**src/design/kce_pkg.sv**
```systemverilog
`timescale 1ns / 1ps

package kce_pkg;

    localparam int          CODE_DIGITS   = 6;
    localparam int          DIGIT_W       = 8;
    localparam int          COUNT_W       = 3;
    localparam int          TICK_W        = 32;
    localparam int          CODE_W        = CODE_DIGITS * DIGIT_W;

    localparam logic [DIGIT_W-1:0] KEY_NONE  = 8'd0;
    localparam logic [DIGIT_W-1:0] KEY_ERASE = 8'd35;
    localparam logic [DIGIT_W-1:0] KEY_ENTER = 8'd42;

    localparam logic [TICK_W-1:0]  TIMEOUT_RESET = 32'd5000;

    typedef enum logic [3:0] {
        MODE_WAIT_D1    = 4'd0,
        MODE_WAIT_D2    = 4'd1,
        MODE_WAIT_D3    = 4'd2,
        MODE_WAIT_D4    = 4'd3,
        MODE_WAIT_D5    = 4'd4,
        MODE_WAIT_D6    = 4'd5,
        MODE_CONFIRM    = 4'd6,
        MODE_SEND       = 4'd7,
        MODE_INCOMPLETE = 4'd8,
        MODE_TIMEOUT    = 4'd9
    } t_mode;

    typedef enum logic [2:0] {
        MSG_IDLE       = 3'd0,
        MSG_START      = 3'd1,
        MSG_DIGIT      = 3'd2,
        MSG_ERASE      = 3'd3,
        MSG_INCOMPLETE = 3'd4,
        MSG_TIMEOUT    = 3'd5
    } t_msg;

    typedef struct packed {
        logic                 wr_en;
        logic [COUNT_W-1:0]   wr_idx;
        logic [DIGIT_W-1:0]   wr_data;
        logic                 clear;
    } t_store_cmd;

endpackage

```
**src/design/kce_store.sv**
```systemverilog
`timescale 1ns / 1ps

module kce_store (
    input  logic                                i_clk,
    input  logic                                i_rst_n,
    input  logic                                i_advance,
    input  kce_pkg::t_store_cmd                 i_cmd,
    input  logic [kce_pkg::COUNT_W-1:0]         i_count,
    output logic [kce_pkg::CODE_W-1:0]          o_code
);

    logic [kce_pkg::DIGIT_W-1:0] r_digit [kce_pkg::CODE_DIGITS];
    logic [kce_pkg::DIGIT_W-1:0] n_digit [kce_pkg::CODE_DIGITS];

    always_comb begin
        for (int i = 0; i < kce_pkg::CODE_DIGITS; i++) begin
            n_digit[i] = r_digit[i];
            if (i_cmd.clear) begin
                n_digit[i] = '0;
            end else if (i_cmd.wr_en && (i_cmd.wr_idx == kce_pkg::COUNT_W'(i))) begin
                n_digit[i] = i_cmd.wr_data;
            end
        end
    end

    always_comb begin
        for (int i = 0; i < kce_pkg::CODE_DIGITS; i++) begin
            if (kce_pkg::COUNT_W'(i) < i_count) begin
                o_code[i*kce_pkg::DIGIT_W +: kce_pkg::DIGIT_W] = n_digit[i];
            end else begin
                o_code[i*kce_pkg::DIGIT_W +: kce_pkg::DIGIT_W] = '0;
            end
        end
    end

    always_ff @(posedge i_clk) begin
        if (!i_rst_n) begin
            for (int i = 0; i < kce_pkg::CODE_DIGITS; i++) begin
                r_digit[i] <= '0;
            end
        end else if (i_advance) begin
            for (int i = 0; i < kce_pkg::CODE_DIGITS; i++) begin
                r_digit[i] <= n_digit[i];
            end
        end
    end

endmodule

```
**src/design/kce_ctrl.sv**
```systemverilog
`timescale 1ns / 1ps

module kce_ctrl (
    input  logic                                i_clk,
    input  logic                                i_rst_n,
    input  logic                                i_advance,
    input  logic [kce_pkg::DIGIT_W-1:0]         i_key,
    input  logic [kce_pkg::TICK_W-1:0]          i_now_ticks,
    input  logic [kce_pkg::TICK_W-1:0]          i_timeout_ticks,
    output kce_pkg::t_store_cmd                 o_cmd,
    output kce_pkg::t_msg                       o_message,
    output logic                                o_send,
    output logic [kce_pkg::COUNT_W-1:0]         o_code_length
);

    kce_pkg::t_mode                  r_mode;
    kce_pkg::t_mode                  n_mode;
    logic [kce_pkg::COUNT_W-1:0]     r_count;
    logic [kce_pkg::COUNT_W-1:0]     n_count;
    logic [kce_pkg::TICK_W-1:0]      r_last_time;
    logic [kce_pkg::TICK_W-1:0]      n_last_time;

    logic                            key_none;
    logic                            key_erase;
    logic                            key_enter;
    logic                            key_digit;
    logic                            in_time;
    logic                            has_room;
    logic [kce_pkg::TICK_W-1:0]      elapsed;

    assign key_none  = (i_key == kce_pkg::KEY_NONE);
    assign key_erase = (i_key == kce_pkg::KEY_ERASE);
    assign key_enter = (i_key == kce_pkg::KEY_ENTER);
    assign key_digit = !key_none && !key_erase && !key_enter;
    assign elapsed   = i_now_ticks - r_last_time;
    assign in_time   = (elapsed < i_timeout_ticks);
    assign has_room  = (r_count < kce_pkg::COUNT_W'(kce_pkg::CODE_DIGITS));

    always_comb begin
        n_mode      = r_mode;
        n_count     = r_count;
        n_last_time = r_last_time;
        case (r_mode)
            kce_pkg::MODE_WAIT_D1: begin
                if (key_digit) begin
                    n_mode      = kce_pkg::MODE_WAIT_D2;
                    n_count     = kce_pkg::COUNT_W'(1);
                    n_last_time = i_now_ticks;
                end
            end
            kce_pkg::MODE_WAIT_D2, kce_pkg::MODE_WAIT_D3, kce_pkg::MODE_WAIT_D4,
            kce_pkg::MODE_WAIT_D5, kce_pkg::MODE_WAIT_D6, kce_pkg::MODE_CONFIRM: begin
                if (!in_time) begin
                    n_mode = kce_pkg::MODE_TIMEOUT;
                end else if (key_erase) begin
                    if (r_count != '0) begin
                        n_count     = r_count - kce_pkg::COUNT_W'(1);
                        n_last_time = i_now_ticks;
                        n_mode      = kce_pkg::t_mode'(r_mode - 4'd1);
                    end
                end else if (key_enter) begin
                    if (r_mode == kce_pkg::MODE_CONFIRM) begin
                        n_mode = kce_pkg::MODE_SEND;
                    end else begin
                        n_mode = kce_pkg::MODE_INCOMPLETE;
                    end
                end else if (key_digit && has_room) begin
                    n_count     = r_count + kce_pkg::COUNT_W'(1);
                    n_last_time = i_now_ticks;
                    if (r_mode != kce_pkg::MODE_CONFIRM) begin
                        n_mode = kce_pkg::t_mode'(r_mode + 4'd1);
                    end
                end
            end
            kce_pkg::MODE_SEND: begin
                n_mode  = kce_pkg::MODE_WAIT_D1;
                n_count = '0;
            end
            default: begin
                n_mode  = kce_pkg::MODE_WAIT_D1;
                n_count = '0;
            end
        endcase
    end

    always_comb begin
        o_message     = kce_pkg::MSG_IDLE;
        o_send        = 1'b0;
        o_cmd         = '0;
        o_code_length = n_count;
        case (r_mode)
            kce_pkg::MODE_WAIT_D1: begin
                if (key_digit) begin
                    o_message     = kce_pkg::MSG_DIGIT;
                    o_cmd.wr_en   = 1'b1;
                    o_cmd.wr_idx  = '0;
                    o_cmd.wr_data = i_key;
                end else begin
                    o_message = kce_pkg::MSG_START;
                end
            end
            kce_pkg::MODE_WAIT_D2, kce_pkg::MODE_WAIT_D3, kce_pkg::MODE_WAIT_D4,
            kce_pkg::MODE_WAIT_D5, kce_pkg::MODE_WAIT_D6, kce_pkg::MODE_CONFIRM: begin
                if (!in_time) begin
                    o_message = kce_pkg::MSG_TIMEOUT;
                end else if (key_erase) begin
                    if (r_count != '0) begin
                        o_message     = kce_pkg::MSG_ERASE;
                        o_cmd.wr_en   = 1'b1;
                        o_cmd.wr_idx  = r_count - kce_pkg::COUNT_W'(1);
                        o_cmd.wr_data = '0;
                    end
                end else if (key_enter) begin
                    if (r_mode != kce_pkg::MODE_CONFIRM) begin
                        o_message = kce_pkg::MSG_INCOMPLETE;
                    end
                end else if (key_digit && has_room) begin
                    o_message     = kce_pkg::MSG_DIGIT;
                    o_cmd.wr_en   = 1'b1;
                    o_cmd.wr_idx  = r_count;
                    o_cmd.wr_data = i_key;
                end
            end
            kce_pkg::MODE_SEND: begin
                o_send        = 1'b1;
                o_code_length = r_count;
            end
            default: begin
                o_message   = kce_pkg::MSG_START;
                o_cmd.clear = 1'b1;
            end
        endcase
    end

    always_ff @(posedge i_clk) begin
        if (!i_rst_n) begin
            r_mode      <= kce_pkg::MODE_WAIT_D1;
            r_count     <= '0;
            r_last_time <= '0;
        end else if (i_advance) begin
            r_mode      <= n_mode;
            r_count     <= n_count;
            r_last_time <= n_last_time;
        end
    end

endmodule

```
**src/design/keypad_code_entry_fsm_core.sv**
```systemverilog
`timescale 1ns / 1ps

// Channel   Direction  Handshake                   Payload
// poll      in         i_valid / o_ready           i_key, i_now_ticks
// result    out        o_valid / i_ready           o_message, o_send, o_entered_code,
//                                                  o_code_length
// config    in         i_cfg_valid / o_cfg_ready   i_cfg_timeout_ticks
//
// One poll per cycle sustained unless the result stalls; a beat passes the poll register, then the result register.
// The poll register feeds the mode/count/digit update and the result register in one pass.
// A stalled result holds the result register; the poll register still takes one more beat.
// Reset: mode waits for the first digit, digits and counts clear, timeout returns to 5000.
// The config port is always ready.

module keypad_code_entry_fsm_core (
    input  logic                                i_clk,
    input  logic                                i_rst_n,
    input  logic                                i_valid,
    output logic                                o_ready,
    input  logic [kce_pkg::DIGIT_W-1:0]         i_key,
    input  logic [kce_pkg::TICK_W-1:0]          i_now_ticks,
    output logic                                o_valid,
    input  logic                                i_ready,
    output logic [2:0]                          o_message,
    output logic                                o_send,
    output logic [kce_pkg::CODE_W-1:0]          o_entered_code,
    output logic [kce_pkg::COUNT_W-1:0]         o_code_length,
    input  logic                                i_cfg_valid,
    output logic                                o_cfg_ready,
    input  logic [kce_pkg::TICK_W-1:0]          i_cfg_timeout_ticks
);

    logic                            r_in_vld;
    logic [kce_pkg::DIGIT_W-1:0]     r_key;
    logic [kce_pkg::TICK_W-1:0]      r_now;
    logic [kce_pkg::TICK_W-1:0]      r_timeout;

    logic                            r_out_vld;
    kce_pkg::t_msg                   r_msg;
    logic                            r_send;
    logic [kce_pkg::CODE_W-1:0]      r_code;
    logic [kce_pkg::COUNT_W-1:0]     r_len;

    logic                            advance;
    kce_pkg::t_store_cmd             store_cmd;
    kce_pkg::t_msg                   msg;
    logic                            send;
    logic [kce_pkg::COUNT_W-1:0]     len;
    logic [kce_pkg::CODE_W-1:0]      code;

    assign advance     = r_in_vld && (!r_out_vld || i_ready);
    assign o_ready     = !r_in_vld || advance;
    assign o_cfg_ready = 1'b1;

    kce_ctrl u_ctrl (
        .i_clk           (i_clk),
        .i_rst_n         (i_rst_n),
        .i_advance       (advance),
        .i_key           (r_key),
        .i_now_ticks     (r_now),
        .i_timeout_ticks (r_timeout),
        .o_cmd           (store_cmd),
        .o_message       (msg),
        .o_send          (send),
        .o_code_length   (len)
    );

    kce_store u_store (
        .i_clk     (i_clk),
        .i_rst_n   (i_rst_n),
        .i_advance (advance),
        .i_cmd     (store_cmd),
        .i_count   (len),
        .o_code    (code)
    );

    always_ff @(posedge i_clk) begin
        if (!i_rst_n) begin
            r_timeout <= kce_pkg::TIMEOUT_RESET;
        end else if (i_cfg_valid && o_cfg_ready) begin
            r_timeout <= i_cfg_timeout_ticks;
        end
    end

    always_ff @(posedge i_clk) begin
        if (!i_rst_n) begin
            r_in_vld <= 1'b0;
        end else if (o_ready) begin
            r_in_vld <= i_valid;
        end
    end

    always_ff @(posedge i_clk) begin
        if (o_ready && i_valid) begin
            r_key <= i_key;
            r_now <= i_now_ticks;
        end
    end

    always_ff @(posedge i_clk) begin
        if (!i_rst_n) begin
            r_out_vld <= 1'b0;
        end else if (advance) begin
            r_out_vld <= 1'b1;
        end else if (i_ready) begin
            r_out_vld <= 1'b0;
        end
    end

    always_ff @(posedge i_clk) begin
        if (advance) begin
            r_msg  <= msg;
            r_send <= send;
            r_code <= code;
            r_len  <= len;
        end
    end

    assign o_valid        = r_out_vld;
    assign o_message      = r_msg;
    assign o_send         = r_send;
    assign o_entered_code = r_code;
    assign o_code_length  = r_len;

endmodule

```
**config.mk**
```make
export PLATFORM = sky130hd
export DESIGN_NAME = keypad_code_entry_fsm_core
export DESIGN_NICKNAME = d
export VERILOG_FILES = /design/src/design/kce_pkg.sv /design/src/design/kce_store.sv /design/src/design/kce_ctrl.sv /design/src/design/keypad_code_entry_fsm_core.sv
export SDC_FILE = /design/constraint.sdc
export NUM_CORES = 1
export LEC_CHECK = 0
export ABC_AREA = 0
export CELL_PAD_IN_SITES_DETAIL_PLACEMENT = 0
export CELL_PAD_IN_SITES_GLOBAL_PLACEMENT = 1
export CORE_UTILIZATION = 52
export DETAILED_ROUTE_END_ITERATION = 8
export DONT_BUFFER_PORTS = 1
export PLACE_DENSITY = 0.9
export SETUP_SLACK_MARGIN = 0.02
export SYNTH_ARGS = -nofsm -noshare
export SYNTH_HDL_FRONTEND = slang
export SYNTH_SLANG_ARGS = --single-unit
```
**constraint.sdc**
```tcl
create_clock -name i_clk -period 6.48 [get_ports i_clk]
set_clock_uncertainty 0.1 [all_clocks]
set_input_delay 0 -clock i_clk [delete_from_list [all_inputs] [get_ports i_clk]]
set_output_delay 0 -clock i_clk [all_outputs]
set_load 0.1 [all_outputs]
```
# Word-level counts from Yosys, hierarchy flattened
# Memories as Yosys holds them, arrays and structs flattened.
# Index checks and enable logic that the tools add are counted.
[classes] n_addsub=5 magnitude_cmp=8 eq_ne=23 muxes=64 bitwise_logic=6 reduce_logical=28
[ops] cell="32-bit two-way mux" n=6
[ops] cell="8-bit two-way mux" n=18
[ops] cell="12-bit two-way mux" n=6
[ops] cell="32-bit one-hot mux with 2 select lines" n=1
[ops] cell="3-bit two-way mux" n=11
[ops] cell="32-bit < comparator" n=1
[ops] cell="4-bit two-way mux" n=8
[ops] cell="32-bit subtractor" n=1
[ops] cell="12-bit one-hot mux with 2 select lines" n=1
[ops] cell="4-bit by 3-bit == test with 1-bit output (second input constant)" n=4
[ops] cell="8-bit by 6-bit == test with 1-bit output (second input constant)" n=2
[ops] cell="1-bit logical AND" n=11
[ops] cell="5-bit by 3-bit inequality test with 1-bit output (second input constant)" n=2
[ops] cell="3-bit one-hot mux with 3 select lines" n=1
[ops] cell="4-bit by 2-bit == test with 1-bit output (second input constant)" n=2
[ops] cell="8-bit zero test" n=1
[ops] cell="4-bit one-hot mux with 2 select lines" n=1
[ops] cell="8-bit OR reduction" n=1
[ops] cell="1-bit two-way mux" n=7
[ops] cell="7-bit AND reduction" n=1
[ops] cell="3-bit by 2-bit == test with 1-bit output (second input constant)" n=2
[ops] cell="3-bit == test (second input constant)" n=2
[ops] cell="1-bit by 3-bit < comparator with 1-bit output (first input constant)" n=2
[ops] cell="2-bit by 3-bit < comparator with 1-bit output (first input constant)" n=2
[ops] cell="other kinds (25)" n=40
[word_totals] reg_bits=168 mem_bits_rw=48 in_bits=77 out_inout_bits=58 wordCells=152 mem_count=1
[mem_list] memory="u_store.r_digit" words=6 word_bits=8 read_ports=6 rd_clocked_by_memory_dff=0 write_ports=6 line_no="kce_store.sv:12" source="logic [kce_pkg::DIGIT_W-1:0] r_digit [kce_pkg::CODE_DIGITS];"

# Depth between registers and ports, before layout
# Gate-level depths: netlist (run 1).
[depth] depth_word=15 mapped_depth=25 ltp_nobuf=23

# Hierarchy
# Synthesis (run 1) repeated with hierarchy kept, for this count alone.
[unflattened] cells_unflattened=1078 area_unflattened_um2=11339.6
[by_module_without_submodules] mod="kce_ctrl" n_inst=1 cells_each=646 area_per_inst_um2=4659.5
[by_module_without_submodules] mod="keypad_code_entry_fsm_core" n_inst=1 cells_each=209 area_per_inst_um2=4180.3
[by_module_without_submodules] mod="kce_store" n_inst=1 cells_each=223 area_per_inst_um2=2499.9

# Worst setup path before layout (run 1)
# OpenSTA, ideal clock, no wires.
[synth_timing] path_type="register to register" startpoint="register r_now[0] in the netlist's numbering" endpoint="register r_code (netlist bit o_entered_code[15]), data pin" t_arrival_ns=5.187 required_time_ns=6.122 setup_slack_ns=0.935 stages_incl_launch_ff=24 path_buffers=0 cell_sequence="edfxtp_1 -> inv_1 -> ha_1 -> inv_1 -> fa_1 -> a21oi_1 -> o22ai_1 -> a221o_1 -> o31ai_1 -> o21ai_0 -> a41oi_1 -> a21oi_1 -> a311o_1 -> xor2_1 -> ha_1 -> nand4_1 -> nor4_1 -> inv_1 -> nor4_2 -> o41ai_4 -> a32o_1 -> a21oi_4 -> nand2_1 -> o221a_2"
[synth_via] elab_chain_cells=8 word_cells_on_any_way=12 classes_between="add/sub: 1; order compare: 2; eq/ne: 1; mux: 7; reduce/logical: 1"
[synth_lines] item="start, declared" line_no="keypad_code_entry_fsm_core.sv:35" source="logic [kce_pkg::TICK_W-1:0] r_now;"
[synth_lines] item="start signal, assigned" line_no="keypad_code_entry_fsm_core.sv:96" source="r_now <= i_now_ticks;"
[synth_lines] item="32-bit subtractor (*)" line_no="kce_ctrl.sv:35" source="assign elapsed = i_now_ticks - r_last_time;"
[synth_lines] item="32-bit < comparator (*)" line_no="kce_ctrl.sv:36" source="assign in_time = (elapsed < i_timeout_ticks);"
[synth_lines] item="12-bit two-way mux" line_no="kce_ctrl.sv:104" source="if (!in_time) begin"
[synth_lines] item="12-bit one-hot mux with 2 select lines" line_no="kce_ctrl.sv:91" source="case (r_mode)"
[synth_lines] item="3-bit by 1-bit == test with 1-bit output" line_no="kce_store.sv:20" source="end else if (i_cmd.wr_en && (i_cmd.wr_idx == kce_pkg::COUNT_W'(i))) begin"
[synth_lines] item="1-bit logical AND" line_no="kce_store.sv:20"
[synth_lines] item="8-bit two-way mux" line_no="kce_store.sv:20"
[synth_lines] item="8-bit two-way mux" line_no="kce_store.sv:18" source="if (i_cmd.clear) begin"
[synth_lines] item="end signal, assigned" line_no="keypad_code_entry_fsm_core.sv:114" source="r_code <= code;"
[synth_lines] item="end, declared" line_no="keypad_code_entry_fsm_core.sv:41" source="logic [kce_pkg::CODE_W-1:0] r_code;"
# Mark *: on every way between the ends. The rest lies on a longest branch, timed or not.
# A chain may end at the register's enable or synchronous reset.

# Worst setup path in the final report (run 1)
[layout_timing] startpoint="register r_now[0] in the netlist's numbering" endpoint="register r_code (netlist bit o_entered_code[5]), data pin"
[layout_via] elab_chain_cells=8 word_cells_on_any_way=12 classes_between="add/sub: 1; order compare: 2; mux: 7; reduce/logical: 2"
[layout_lines] item="32-bit subtractor (*)" line_no="kce_ctrl.sv:35"
[layout_lines] item="32-bit < comparator (*)" line_no="kce_ctrl.sv:36"
[layout_lines] item="parallel branches: the longest is 6 deep, another holds 1-bit by 3-bit < comparator with 1-bit output"
# Mark *: on every way between the ends.

==> results.sh, run 1 <==
export IMPL_cts_made_buffers=23
export IMPL_status="finished with violations"
export IMPL_globalplace_congestion=0.880
export IMPL_track_usage_pct=22.9
export IMPL_vias=8610
export IMPL_clkLatencyLatePin_ns=0.53
export IMPL_slew_violations=0
export IMPL_fin_crit_ns=6.02
export IMPL_drt_iter0_markers=357
export IMPL_htreeDepth=1
export IMPL_syn_inst=1021
export IMPL_pin_count=135
export IMPL_rsz0062_at_grt="yes"
export IMPL_max_freq_mhz=166
export IMPL_place_area_um2=12100
export IMPL_drive_gt1_share_pct=11.8
export IMPL_synth_cell_area_um2=11900
export IMPL_hold_end="r_key[5]"
export IMPL_hpwlAfterDp_mm=17.0
export IMPL_rrSetupSlack_ns=0.46
export IMPL_cts_tree="done"
export IMPL_slew_headroom_pct=32.2
export IMPL_yosysWarningCount=0
export IMPL_path_max_fanout=8
export IMPL_peakVddDrop_uv=238
export IMPL_root_buffer="clkbuf_16"
export IMPL_rr_startpoint="r_now[0]"
export IMPL_antennaDiodeCount=0
export IMPL_grt_overflow_total=0
export IMPL_worstSetupEndpointType="register"
export IMPL_rows=54
export IMPL_portBuffers=0
export IMPL_grt_pass1_wl_mm=43.3
export IMPL_cp_required_ns=6.65
export IMPL_layout_commonest_cell="dlygate4sd3_1"
export IMPL_path_clk_slew_ns=0.06
export IMPL_synth_seq_cells=216
export IMPL_clock_sinks=216
export IMPL_mostFrequentLayoutCells="dlygate4sd3_1, edfxtp_1, inv_1"
export IMPL_ys_flop_type="edfxtp_1"
export IMPL_cts_buffer_depth=3
export IMPL_worstSetupPathType="reg2reg"
export IMPL_grt_pass1_vias=8457
export IMPL_synth_edff_count=143
export IMPL_synth_area_per_cell_um2=11.7
export IMPL_wl_per_cell_um=18.7
export IMPL_post_route_util_pct=65.5
export IMPL_hold_path_class="in2reg"
export IMPL_die_area_um2=23500
export IMPL_start_kind="register"
export IMPL_num_nets_final=1317
export IMPL_synth_async_reset_ratio_pct=0
export IMPL_setup_viol=0
export IMPL_core_area_um2=22100
export IMPL_antenna_left=0
export IMPL_final_design_area_no_fill_um2=14500
export IMPL_drc=0
export IMPL_antenna_found_initial=0
export IMPL_min_path_cells=1
export IMPL_grt_max_degree=75
export IMPL_die_width_um=153
export IMPL_vias_per_cell=5.89
export IMPL_start_util_pct=53.8
export IMPL_seq_area_frac_synth_pct=48.4
export IMPL_arrival_ns=6.19
export IMPL_drt_wl_total_mm=27.3
export IMPL_area_growth_pct=21.6
export IMPL_dieHeight_um=153
export IMPL_cellLeakagePower_uw=0.00566
export IMPL_fin_crit_sh_pct=92.9
export IMPL_p_per_area_nw_per_um2=256
export IMPL_report_power_total_uw=3700
export IMPL_fin_hold_ws_ns=-0.000425
export IMPL_tightest_slew_ns=1.02
export IMPL_finalHoldViolCount=1
export IMPL_r2r_end="o_entered_code[5]"
export IMPL_ys_types=81
export IMPL_maxCapViolCount=0
export IMPL_r2r_cells=23
export IMPL_firstDrtPassIters=6
export IMPL_finalSetupTns_ns=0
export IMPL_violations="negative hold slack"
export IMPL_hold_path_startpoint="i_key[5]"
export IMPL_syn_nets=1172
[flip-flops by register name (all words and copies together), names as in the netlist]
name                count
r_key                   8
r_timeout              32
u_ctrl.r_last_time     32
u_store.r_digit        48
o_message               3
o_send                  1
r_in_vld                1
u_ctrl.r_count          3
o_entered_code         48
r_now                  32
u_ctrl.r_mode           4
o_code_length           3
o_valid                 1
[through the flow]
step	hold slack (ns)	worst slack (ns)	std cells
floorplan	-0.00113	0.935	1021
global placement	-0.00108	0.145	1268
detailed placement	-0.00109	-0.0996	1268
CTS	0.0000807	0.110	1458
global route	0.0102	-0.0148	1462
finish	-0.000425	0.463	1462
[worst max-delay path by stage]
stage | startpoint | endpoint | slack (ns) | cells after the start
floorplan | r_now[0] | o_entered_code[15] | 0.94 | 23
global placement | r_now[0] | o_entered_code[16] | 0.15 | 23
detailed placement | r_now[0] | o_entered_code[19] | -0.1 | 23
CTS | r_now[0] | o_entered_code[32] | 0.11 | 23
global route | r_now[0] | o_entered_code[32] | -0.01 | 23
finish | r_now[0] | o_entered_code[5] | 0.46 | 23
[synth_stat cells (all sizes together), types with 4 or more instances]
library cell  count  area share, %
o22ai             4           0.21
o21a              5           0.32
clkbuf           33            1.0
a21o             23            1.5
nand2            36            1.2
nor3              8           0.42
buf              18            1.3
xor2              8           0.59
o221a            81            7.7
and2              6           0.32
nor2             41            1.5
inv              88            2.8
and3              5           0.26
nor4              7           0.80
o21bai           11           0.69
or3               4           0.21
nand3            13           0.59
xnor2            20            1.5
nor2b            67            3.5
a31oi             8           0.42
a21boi           15           0.95
o21ai            22            1.0
a21oi            45            2.2
o211ai            6           0.38
nand2b           12           0.63
dfxtp            73             12
o211a            16            1.3
mux2i            61            5.1
nand4            11           0.58
ha               73            7.7
edfxtp          143             36
[area by class of cell]
cell class | count | area, µm²
inverter | 88 | 330
clock inverter | 12 | 118
clock buffer | 29 | 608
multi-input combinational | 666 | 5600
tap | 280 | 350
fill | 1626 | 7630
sequential | 216 | 5760
timing repair buffer | 171 | 1710
[where the power goes]
part	leakage [µW]	switching [µW]	internal, µW
registers	0.00203	166	1560
clock network	0.000352	553	716
logic	0.00328	392	313
total	0.00566	1110	2580
[critical path: stages, from the launching register on]
cell,delay (ns)
edfxtp_1,0.40
inv_1,0.08
ha_1,0.16
inv_1,0.05
fa_1,0.39
a21oi_1,0.19
o22ai_1,0.17
a221o_1,0.38
o31ai_4,0.24
o21ai_0,0.14
a41oi_1,0.29
a21oi_1,0.18
a311o_1,0.39
xor2_1,0.15
ha_1,0.29
nand4_1,0.13
nor4_1,0.29
inv_1,0.13
nor4_4,0.29
o41a_1,0.27
nor4_1,0.12
o32ai_4,0.56
nand3_4,0.18
o221a_1,0.19
[cell families (layout without fill, tap and decap cells)]
group	after synthesis	after routing	share of synthesized area, %
AOI/OAI and AO/OA	274	274	20.1
and+or+nand+nor	226	226	11.2
DFF	216	216	48.4
buffers and inverters	139	300	5.10
adders and majority gates	74	74	7.85
muxes	63	63	5.32
xor gates and xnor gates	28	28	2.06
other	1	1	0.0315
[layer usage]
| metal | share of wire, % | vias to the layer above | track usage, % |
|---|---|---|---|
| met5 | 0 | - | 0 |
| met4 | 1.9 | 0 | 5.96 |
| met1 | 43 | 4148 | 28.5 |
| met3 | 5.3 | 43 | 3.29 |
| li1 | - | 4158 | - |
| met2 | 50 | 261 | 41.4 |
[repair_timing]
item | 4_1_cts | 5_1_grt
gates resized for setup | 2 | 8
hold buffers | 148 | 0
hold endpoints to repair | 117 | 0
pin swaps | 1 | 4
buffers inserted | 1 | 4
setup endpoints to repair | 34 | 127
No activity file was read; power rests on OpenSTA's default activity.
==> run 2: changes to the inputs <==
--- a/config.mk
+++ b/config.mk
@@ -6,5 +6,4 @@
 export NUM_CORES = 1
 export LEC_CHECK = 0
-export ABC_AREA = 0
 export CELL_PAD_IN_SITES_DETAIL_PLACEMENT = 0
 export CELL_PAD_IN_SITES_GLOBAL_PLACEMENT = 1
--- a/constraint.sdc
+++ b/constraint.sdc
@@ -3,3 +3,3 @@
 set_input_delay 0 -clock i_clk [delete_from_list [all_inputs] [get_ports i_clk]]
 set_output_delay 0 -clock i_clk [all_outputs]
-set_load 0.1 [all_outputs]
+set_load 0.005 [all_outputs]
==> results.sh, run 2 (synthesis results as in run 1) <==
export IMPL_status="complete, no violations"
export IMPL_path_clk_slew_ns=0.06
export IMPL_clkPwrFrac_pct=36.0
export IMPL_antenna_found_initial=0
export IMPL_grt_pass1_wl_mm=42.9
export IMPL_cp_required_ns=6.79
export IMPL_max_freq_mhz=164
export IMPL_wl_per_cell_um=18.4
export IMPL_start_util_pct=53.8
export IMPL_area_growth_pct=21.9
export IMPL_antenna_left=0
export IMPL_critical_path_max_stage_delay_ns=0.60
export IMPL_layout_commonest_cell="dlygate4sd3_1"
export IMPL_pin_count=135
export IMPL_finalHoldViolCount=0
export IMPL_p_comb_share_pct=19.5
export IMPL_die_area_um2=23500
export IMPL_fin_crit_sh_pct=94.0
export IMPL_vias_per_cell=5.92
export IMPL_grt_pass1_vias=8293
export IMPL_mostFrequentLayoutCells="dlygate4sd3_1, edfxtp_1, inv_1"
export IMPL_rrSetupSlack_ns=0.39
export IMPL_slew_headroom_pct=31.2
export IMPL_cts_made_buffers=23
export IMPL_root_buffer="clkbuf_16"
export IMPL_crit_path_start="r_now[0]"
export IMPL_p_per_area_nw_per_um2=249
export IMPL_track_usage_pct=22.7
export IMPL_num_nets_final=1316
export IMPL_antennaDiodeCount=0
export IMPL_peakVddDrop_uv=200
export IMPL_dieHeight_um=153
export IMPL_drive_gt1_share_pct=11.8
export IMPL_firstDrtPassIters=7
export IMPL_slew_violations=0
export IMPL_core_area_um2=22100
export IMPL_crit_buf_inv=4
export IMPL_drc=0
export IMPL_fin_crit_ns=6.09
export IMPL_tightest_slew_ns=1.03
export IMPL_hpwlAfterDp_mm=16.7
export IMPL_arrival_ns=6.41
export IMPL_cp_common_cell="inv_1"
export IMPL_worstSetupEndpointType="register"
export IMPL_hold_path_class="in2reg"
export IMPL_path_max_fanout=27
export IMPL_worstSetupPathType="reg2reg"
export IMPL_rr_startpoint="r_now[0]"
export IMPL_globalplace_congestion=0.874
export IMPL_post_place_cells=1268
export IMPL_rows=54
export IMPL_portBuffers=0
export IMPL_setup_viol=0
export IMPL_htreeDepth=1
export IMPL_drt_iter0_markers=348
export IMPL_drt_wl_total_mm=26.9
export IMPL_cts_buffer_depth=3
export IMPL_fin_cells=1461
export IMPL_cp_cell_sequence="inv_1 -> ha_1 -> inv_1 -> fa_1 -> a21oi_1 -> o22ai_1 -> a221o_1 -> o31ai_4 -> o21ai_0 -> a41oi_1 -> a21oi_1 -> a311o_1 -> xor2_1 -> ha_1 -> nand4_1 -> nor4_1 -> inv_1 -> o221ai_1 -> a21o_1 -> or4_4 -> a21oi_4 -> buf_12 -> mux2i_1 -> nor2b_1"
export IMPL_vias=8654
export IMPL_report_power_total_uw=3600
export IMPL_cts_tree="done"
export IMPL_critPathTopFamily="compound AO/OA/AOI/OAI gates"
export IMPL_p_seq_share_pct=44.5
export IMPL_cpMaxStageDelayCell="or4_4"
export IMPL_clock_sinks=216
export IMPL_netSwitchingFraction_pct=27.3
export IMPL_clkLatencyLatePin_ns=0.54
export IMPL_maxCapViolCount=0
export IMPL_nFillCells=1574
export IMPL_cellLeakagePower_uw=0.00567
export IMPL_grt_overflow_total=0
export IMPL_p_int_uw=2620
export IMPL_grt_max_degree=75
export IMPL_die_width_um=153
export IMPL_finalSetupTns_ns=0
export IMPL_hold_path_startpoint="i_key[0]"
export IMPL_start_kind="register"
export IMPL_rsz0062_at_grt="no"
export IMPL_power_switching_uw=984
run 2: cell types whose count changed in the layout (fill, tap and decap cells not counted), sizes merged:
| cell | delta |
|---|---|
| inv | +1 |
| clkbuf | +5 |
| dlygate4sd3 | -1 |
| clkinv | -5 |
| clkinvlp | -1 |
run 2: per-stage QoR:
step | hold WS, ns | worst slack (ns) | util (%) | area [µm²]
after floorplan | -0.00113 | 0.935 | - | 11900
after global placement | -0.00108 | 0.150 | 54.9 | 12100
after detailed placement | -0.00109 | -0.0936 | 54.9 | 12100
after CTS | 0.00177 | 0.0355 | 65.1 | 14400
after global routing | 0.00132 | 0.0151 | 65.6 | 14500
final | 0.00925 | 0.387 | 65.6 | 14500
run 2: repair_timing:
item                                   CTS  global route
setup endpoints to repair               32           125
setup buffers                            1             4
pin swaps                                1             4
hold buffers                           147             0
endpoints found under the hold margin  117             0
resized for setup                        1            13
run 2: worst reg2reg max path, stage by stage, from the launching register on:
cell,delay (ns)
edfxtp_1,0.39
inv_1,0.08
ha_1,0.18
inv_1,0.06
fa_1,0.40
a21oi_1,0.18
o22ai_1,0.18
a221o_1,0.39
o31ai_4,0.24
o21ai_0,0.14
a41oi_1,0.28
a21oi_1,0.17
a311o_1,0.39
xor2_1,0.15
ha_1,0.28
nand4_1,0.12
nor4_1,0.07
inv_1,0.13
o221ai_1,0.19
a21o_1,0.23
or4_4,0.60
a21oi_4,0.37
buf_12,0.27
mux2i_1,0.33
nor2b_1,0.07
run 2: path summary, 6_finish.rpt:
check	to	depth (start not counted)
worst min register to register	u_ctrl.r_last_time[19]	2
worst max-delay path	u_ctrl.r_last_time[8]	24
worst min-delay path	r_key[0]	1
worst max register to register	u_ctrl.r_last_time[8]	24
run 2: metal layers:
metal,vias to the layer above,share of wire [%],global-route usage (%)
met5,-,0,0
met4,0,2.8,6.97
met3,63,6.0,3.86
met2,280,48,39.6
met1,4144,43,28.7
li1,4167,-,-
run 2: cell type report:
class,instances,area [µm²],area share (%)
Inverter,88,330,2.28
Sequential cell,216,5760,39.7
Clock inverter,7,86.3,0.595
Clock buffer,34,657,4.53
Timing Repair Buffer,170,1700,11.8
Multi-Input combinational cell,666,5620,38.7
Tap cell,280,350,2.42
run 2: power by group through the flow:
stage,registers [µW],clock network [µW],logic (µW)
detailed placement,1630,0,583
global route,1610,1370,776
CTS,1600,1320,678
global placement,1630,0,577
finish,1600,1300,702
floorplan,1620,0,479
==> run 3: changes to the inputs <==
- CORE_UTILIZATION: 52 -> 51
- SYNTH_HIERARCHICAL: default -> 1
==> results.sh, run 3 <==
export IMPL_status="complete, no violations"
export IMPL_use_met3_pct=3.34
export IMPL_post_place_cells=1327
export IMPL_synth_area_per_cell_um2=10.5
export IMPL_p_int_uw=2590
export IMPL_num_nets_final=1389
export IMPL_clkLatencyLatePin_ns=0.53
export IMPL_vias_per_cell=5.49
export IMPL_antenna_left=0
export IMPL_rows=54
export IMPL_yosysTopAreaCellShare_pct=37.9
export IMPL_maxCapViolCount=0
export IMPL_antenna_found_initial=0
export IMPL_cp_required_ns=6.64
export IMPL_fin_crit_sh_pct=91.9
export IMPL_synth_edff_count=143
export IMPL_yosysMostFrequentCell="edfxtp_1"
export IMPL_r2r_end="u_store/r_digit[4][0]"
export IMPL_rrSetupSlack_ns=0.53
export IMPL_core_area_um2=21800
export IMPL_gr_usage_met1_pct=29.4
export IMPL_synth_cell_area_um2=11300
export IMPL_rsz0062_at_grt="no"
export IMPL_worstSetupEndpointType="register"
export IMPL_cts_made_buffers=23
export IMPL_max_freq_mhz=168
export IMPL_layout_commonest_cell="dlygate4sd3_1"
export IMPL_yosysWarningCount=6
export IMPL_place_area_um2=11500
export IMPL_top_usage_layer="met2"
export IMPL_grt_max_degree=103
export IMPL_cpMaxStageDelayCell="and4bb_1"
export IMPL_dieHeight_um=151
export IMPL_path_clk_slew_ns=0.06
export IMPL_syn_inst=1078
export IMPL_p_seq_share_pct=45.1
export IMPL_cellLeakagePower_uw=0.00545
export IMPL_power_switching_uw=942
export IMPL_drive_gt1_share_pct=5.90
export IMPL_post_route_util_pct=64.0
export IMPL_die_width_um=151
export IMPL_syn_nets=1229
export IMPL_finalSetupTns_ns=0
export IMPL_arrival_ns=6.11
export IMPL_setup_ws_ns=0.527
export IMPL_finalHoldViolCount=0
export IMPL_tightest_slew_ns=1.11
export IMPL_seq_area_frac_synth_pct=50.8
export IMPL_root_buffer="clkbuf_16"
export IMPL_hold_path_class="in2reg"
export IMPL_r2r_cells=23
export IMPL_start_kind="register"
export IMPL_rr_startpoint="r_now[0]"
export IMPL_worstSetupPathType="reg2reg"
export IMPL_portBuffers=0
export IMPL_start_util_pct=52.0
export IMPL_synth_async_reset_ratio_pct=0
export IMPL_cp_cell_sequence="inv_1 -> ha_1 -> inv_1 -> fa_1 -> a211oi_1 -> nor2_2 -> o21ai_2 -> o41ai_4 -> nand4_2 -> a311oi_4 -> a221oi_1 -> xnor2_1 -> ha_1 -> a21oi_1 -> nand2_1 -> a221oi_1 -> o221ai_1 -> nor2_1 -> nand2_1 -> a21oi_1 -> and4bb_1 -> mux2i_1 -> nor2_1"
export IMPL_critPathTopFamily="compound AO/OA/AOI/OAI gates"
export IMPL_setup_viol=0
export IMPL_cts_tree="done"
export IMPL_drc=0
export IMPL_pre_cts_ws_ns=0.354
export IMPL_htreeDepth=1
export IMPL_final_design_area_no_fill_um2=14000
export IMPL_vias=8428
export IMPL_track_usage_pct=23.8
export IMPL_drt_iter0_markers=512
export IMPL_drt_wl_total_mm=26.8
export IMPL_pin_count=135
export IMPL_ys_flop_type="edfxtp_1"
export IMPL_mostFrequentLayoutCells="dlygate4sd3_1, edfxtp_1, nor2_1"
export IMPL_firstDrtPassIters=5
export IMPL_die_area_um2=22800
export IMPL_grt_pass1_wl_mm=42.4
export IMPL_path_max_fanout=8
export IMPL_ys_types=73
export IMPL_cts_buffer_depth=3
export IMPL_netSwitchingFraction_pct=26.7
export IMPL_slew_headroom_pct=25.8
export IMPL_fin_cells=1535
export IMPL_wl_per_cell_um=17.5
export IMPL_fin_crit_ns=5.95
export IMPL_synthTopCellsByArea="edfxtp_1, dfxtp_1, ha_1, mux2i_1, nor2_1"
export IMPL_hold_end="r_now[0]"
export IMPL_p_comb_share_pct=18.1
export IMPL_crit_buf_inv=2
export IMPL_grt_pass1_vias=8312
export IMPL_yosys_area_top_type="edfxtp_1"
export IMPL_slew_violations=0
export IMPL_use_met2_pct=41.1
export IMPL_p_per_area_nw_per_um2=253
export IMPL_clkPwrFrac_pct=36.8
export IMPL_hold_path_startpoint="i_now_ticks[0]"
export IMPL_globalplace_congestion=0.870
export IMPL_area_growth_pct=23.1
export IMPL_synth_common_cells="edfxtp_1, nor2_1, mux2i_1, inv_1, nand2_1"
export IMPL_grt_overflow_total=0
export IMPL_clock_sinks=216
export IMPL_synth_seq_cells=216
export IMPL_critical_path_max_stage_delay_ns=0.61
export IMPL_min_path_cells=1
export IMPL_peakVddDrop_uv=181
export IMPL_antennaDiodeCount=0
export IMPL_hpwlAfterDp_mm=16.5
-- run 3: cell families after synthesis --
kind of cell    share of synthesized area [%]
compound gates                           11.2
xor+xnor                                 2.39
fa+ha+maj                                8.23
buf+inv                                  5.08
flops                                    50.8
mux                                      7.24
other cells                            0.0331
simple gates                             15.1
-- run 3: metal layers --
metal,wire (µm),part of all wire (%)
met1,11500,43
met2,13100,49
met3,1170,4.4
met4,1020,3.8
met5,0,0
-- run 3: worst reg2reg max path, delay by kind of cell (launching register included) --
family                     cells  cell delay (ns)
muxes                          1             0.38
and+or+nand+nor                7             1.42
buffers and inverters          2             0.16
adders and majority gates      3             0.87
DFF                            1             0.36
xor gates and xnor gates       1             0.16
AOI/OAI and AO/OA              9             2.26
-- run 3: final cells by class --
class / count / area (µm²)
Inverter: 80 / 300
Fill cell: 1718 / 7870
Clock buffer: 31 / 616
Sequential cell: 216 / 5760
Timing Repair Buffer: 180 / 1780
Clock inverter: 11 / 125
Tap cell: 280 / 350
Multi-Input combinational cell: 737 / 5030
-- run 3: repair_timing --
action,4_1_cts,5_1_grt
setup endpoints to repair,0,14
hold endpoints to repair,195,0
hold buffers,165,0
setup buffers,0,1
resized for setup,0,1
-- run 3: power by group through the flow --
| stage | combinational [µW] | sequential, µW | clock [µW] |
|---|---|---|---|
| 3_3_place_gp | 514 | 1620 | 0 |
| 2_1_floorplan | 424 | 1610 | 0 |
| 3_5_place_dp | 528 | 1620 | 0 |
| 4_1_cts | 626 | 1590 | 1320 |
| 5_1_grt | 709 | 1600 | 1380 |
| 6_report | 639 | 1590 | 1300 |
-- run 3: worst max path at each step --
stage	startpoint	endpoint	slack, ns	cells after the start
after floorplan	r_now[0]	u_store/r_digit[1][0]	1.26	24
after global placement	r_now[0]	o_entered_code[33]	0.65	25
after detailed placement	r_now[0]	o_entered_code[33]	0.35	25
after CTS	r_now[0]	o_entered_code[33]	0.37	25
after global routing	r_now[0]	u_store/r_digit[4][0]	0.05	23
final	r_now[0]	u_store/r_digit[4][0]	0.53	23
-- run 3: through the flow --
stage | hold slack [ns] | total power, µW
after floorplan | -0.00113 | 2030
after global placement | -0.00399 | 2130
after detailed placement | -0.00528 | 2150
after CTS | 0.00732 | 3540
after global routing | 0.0197 | 3690
final | 0.0240 | 3540
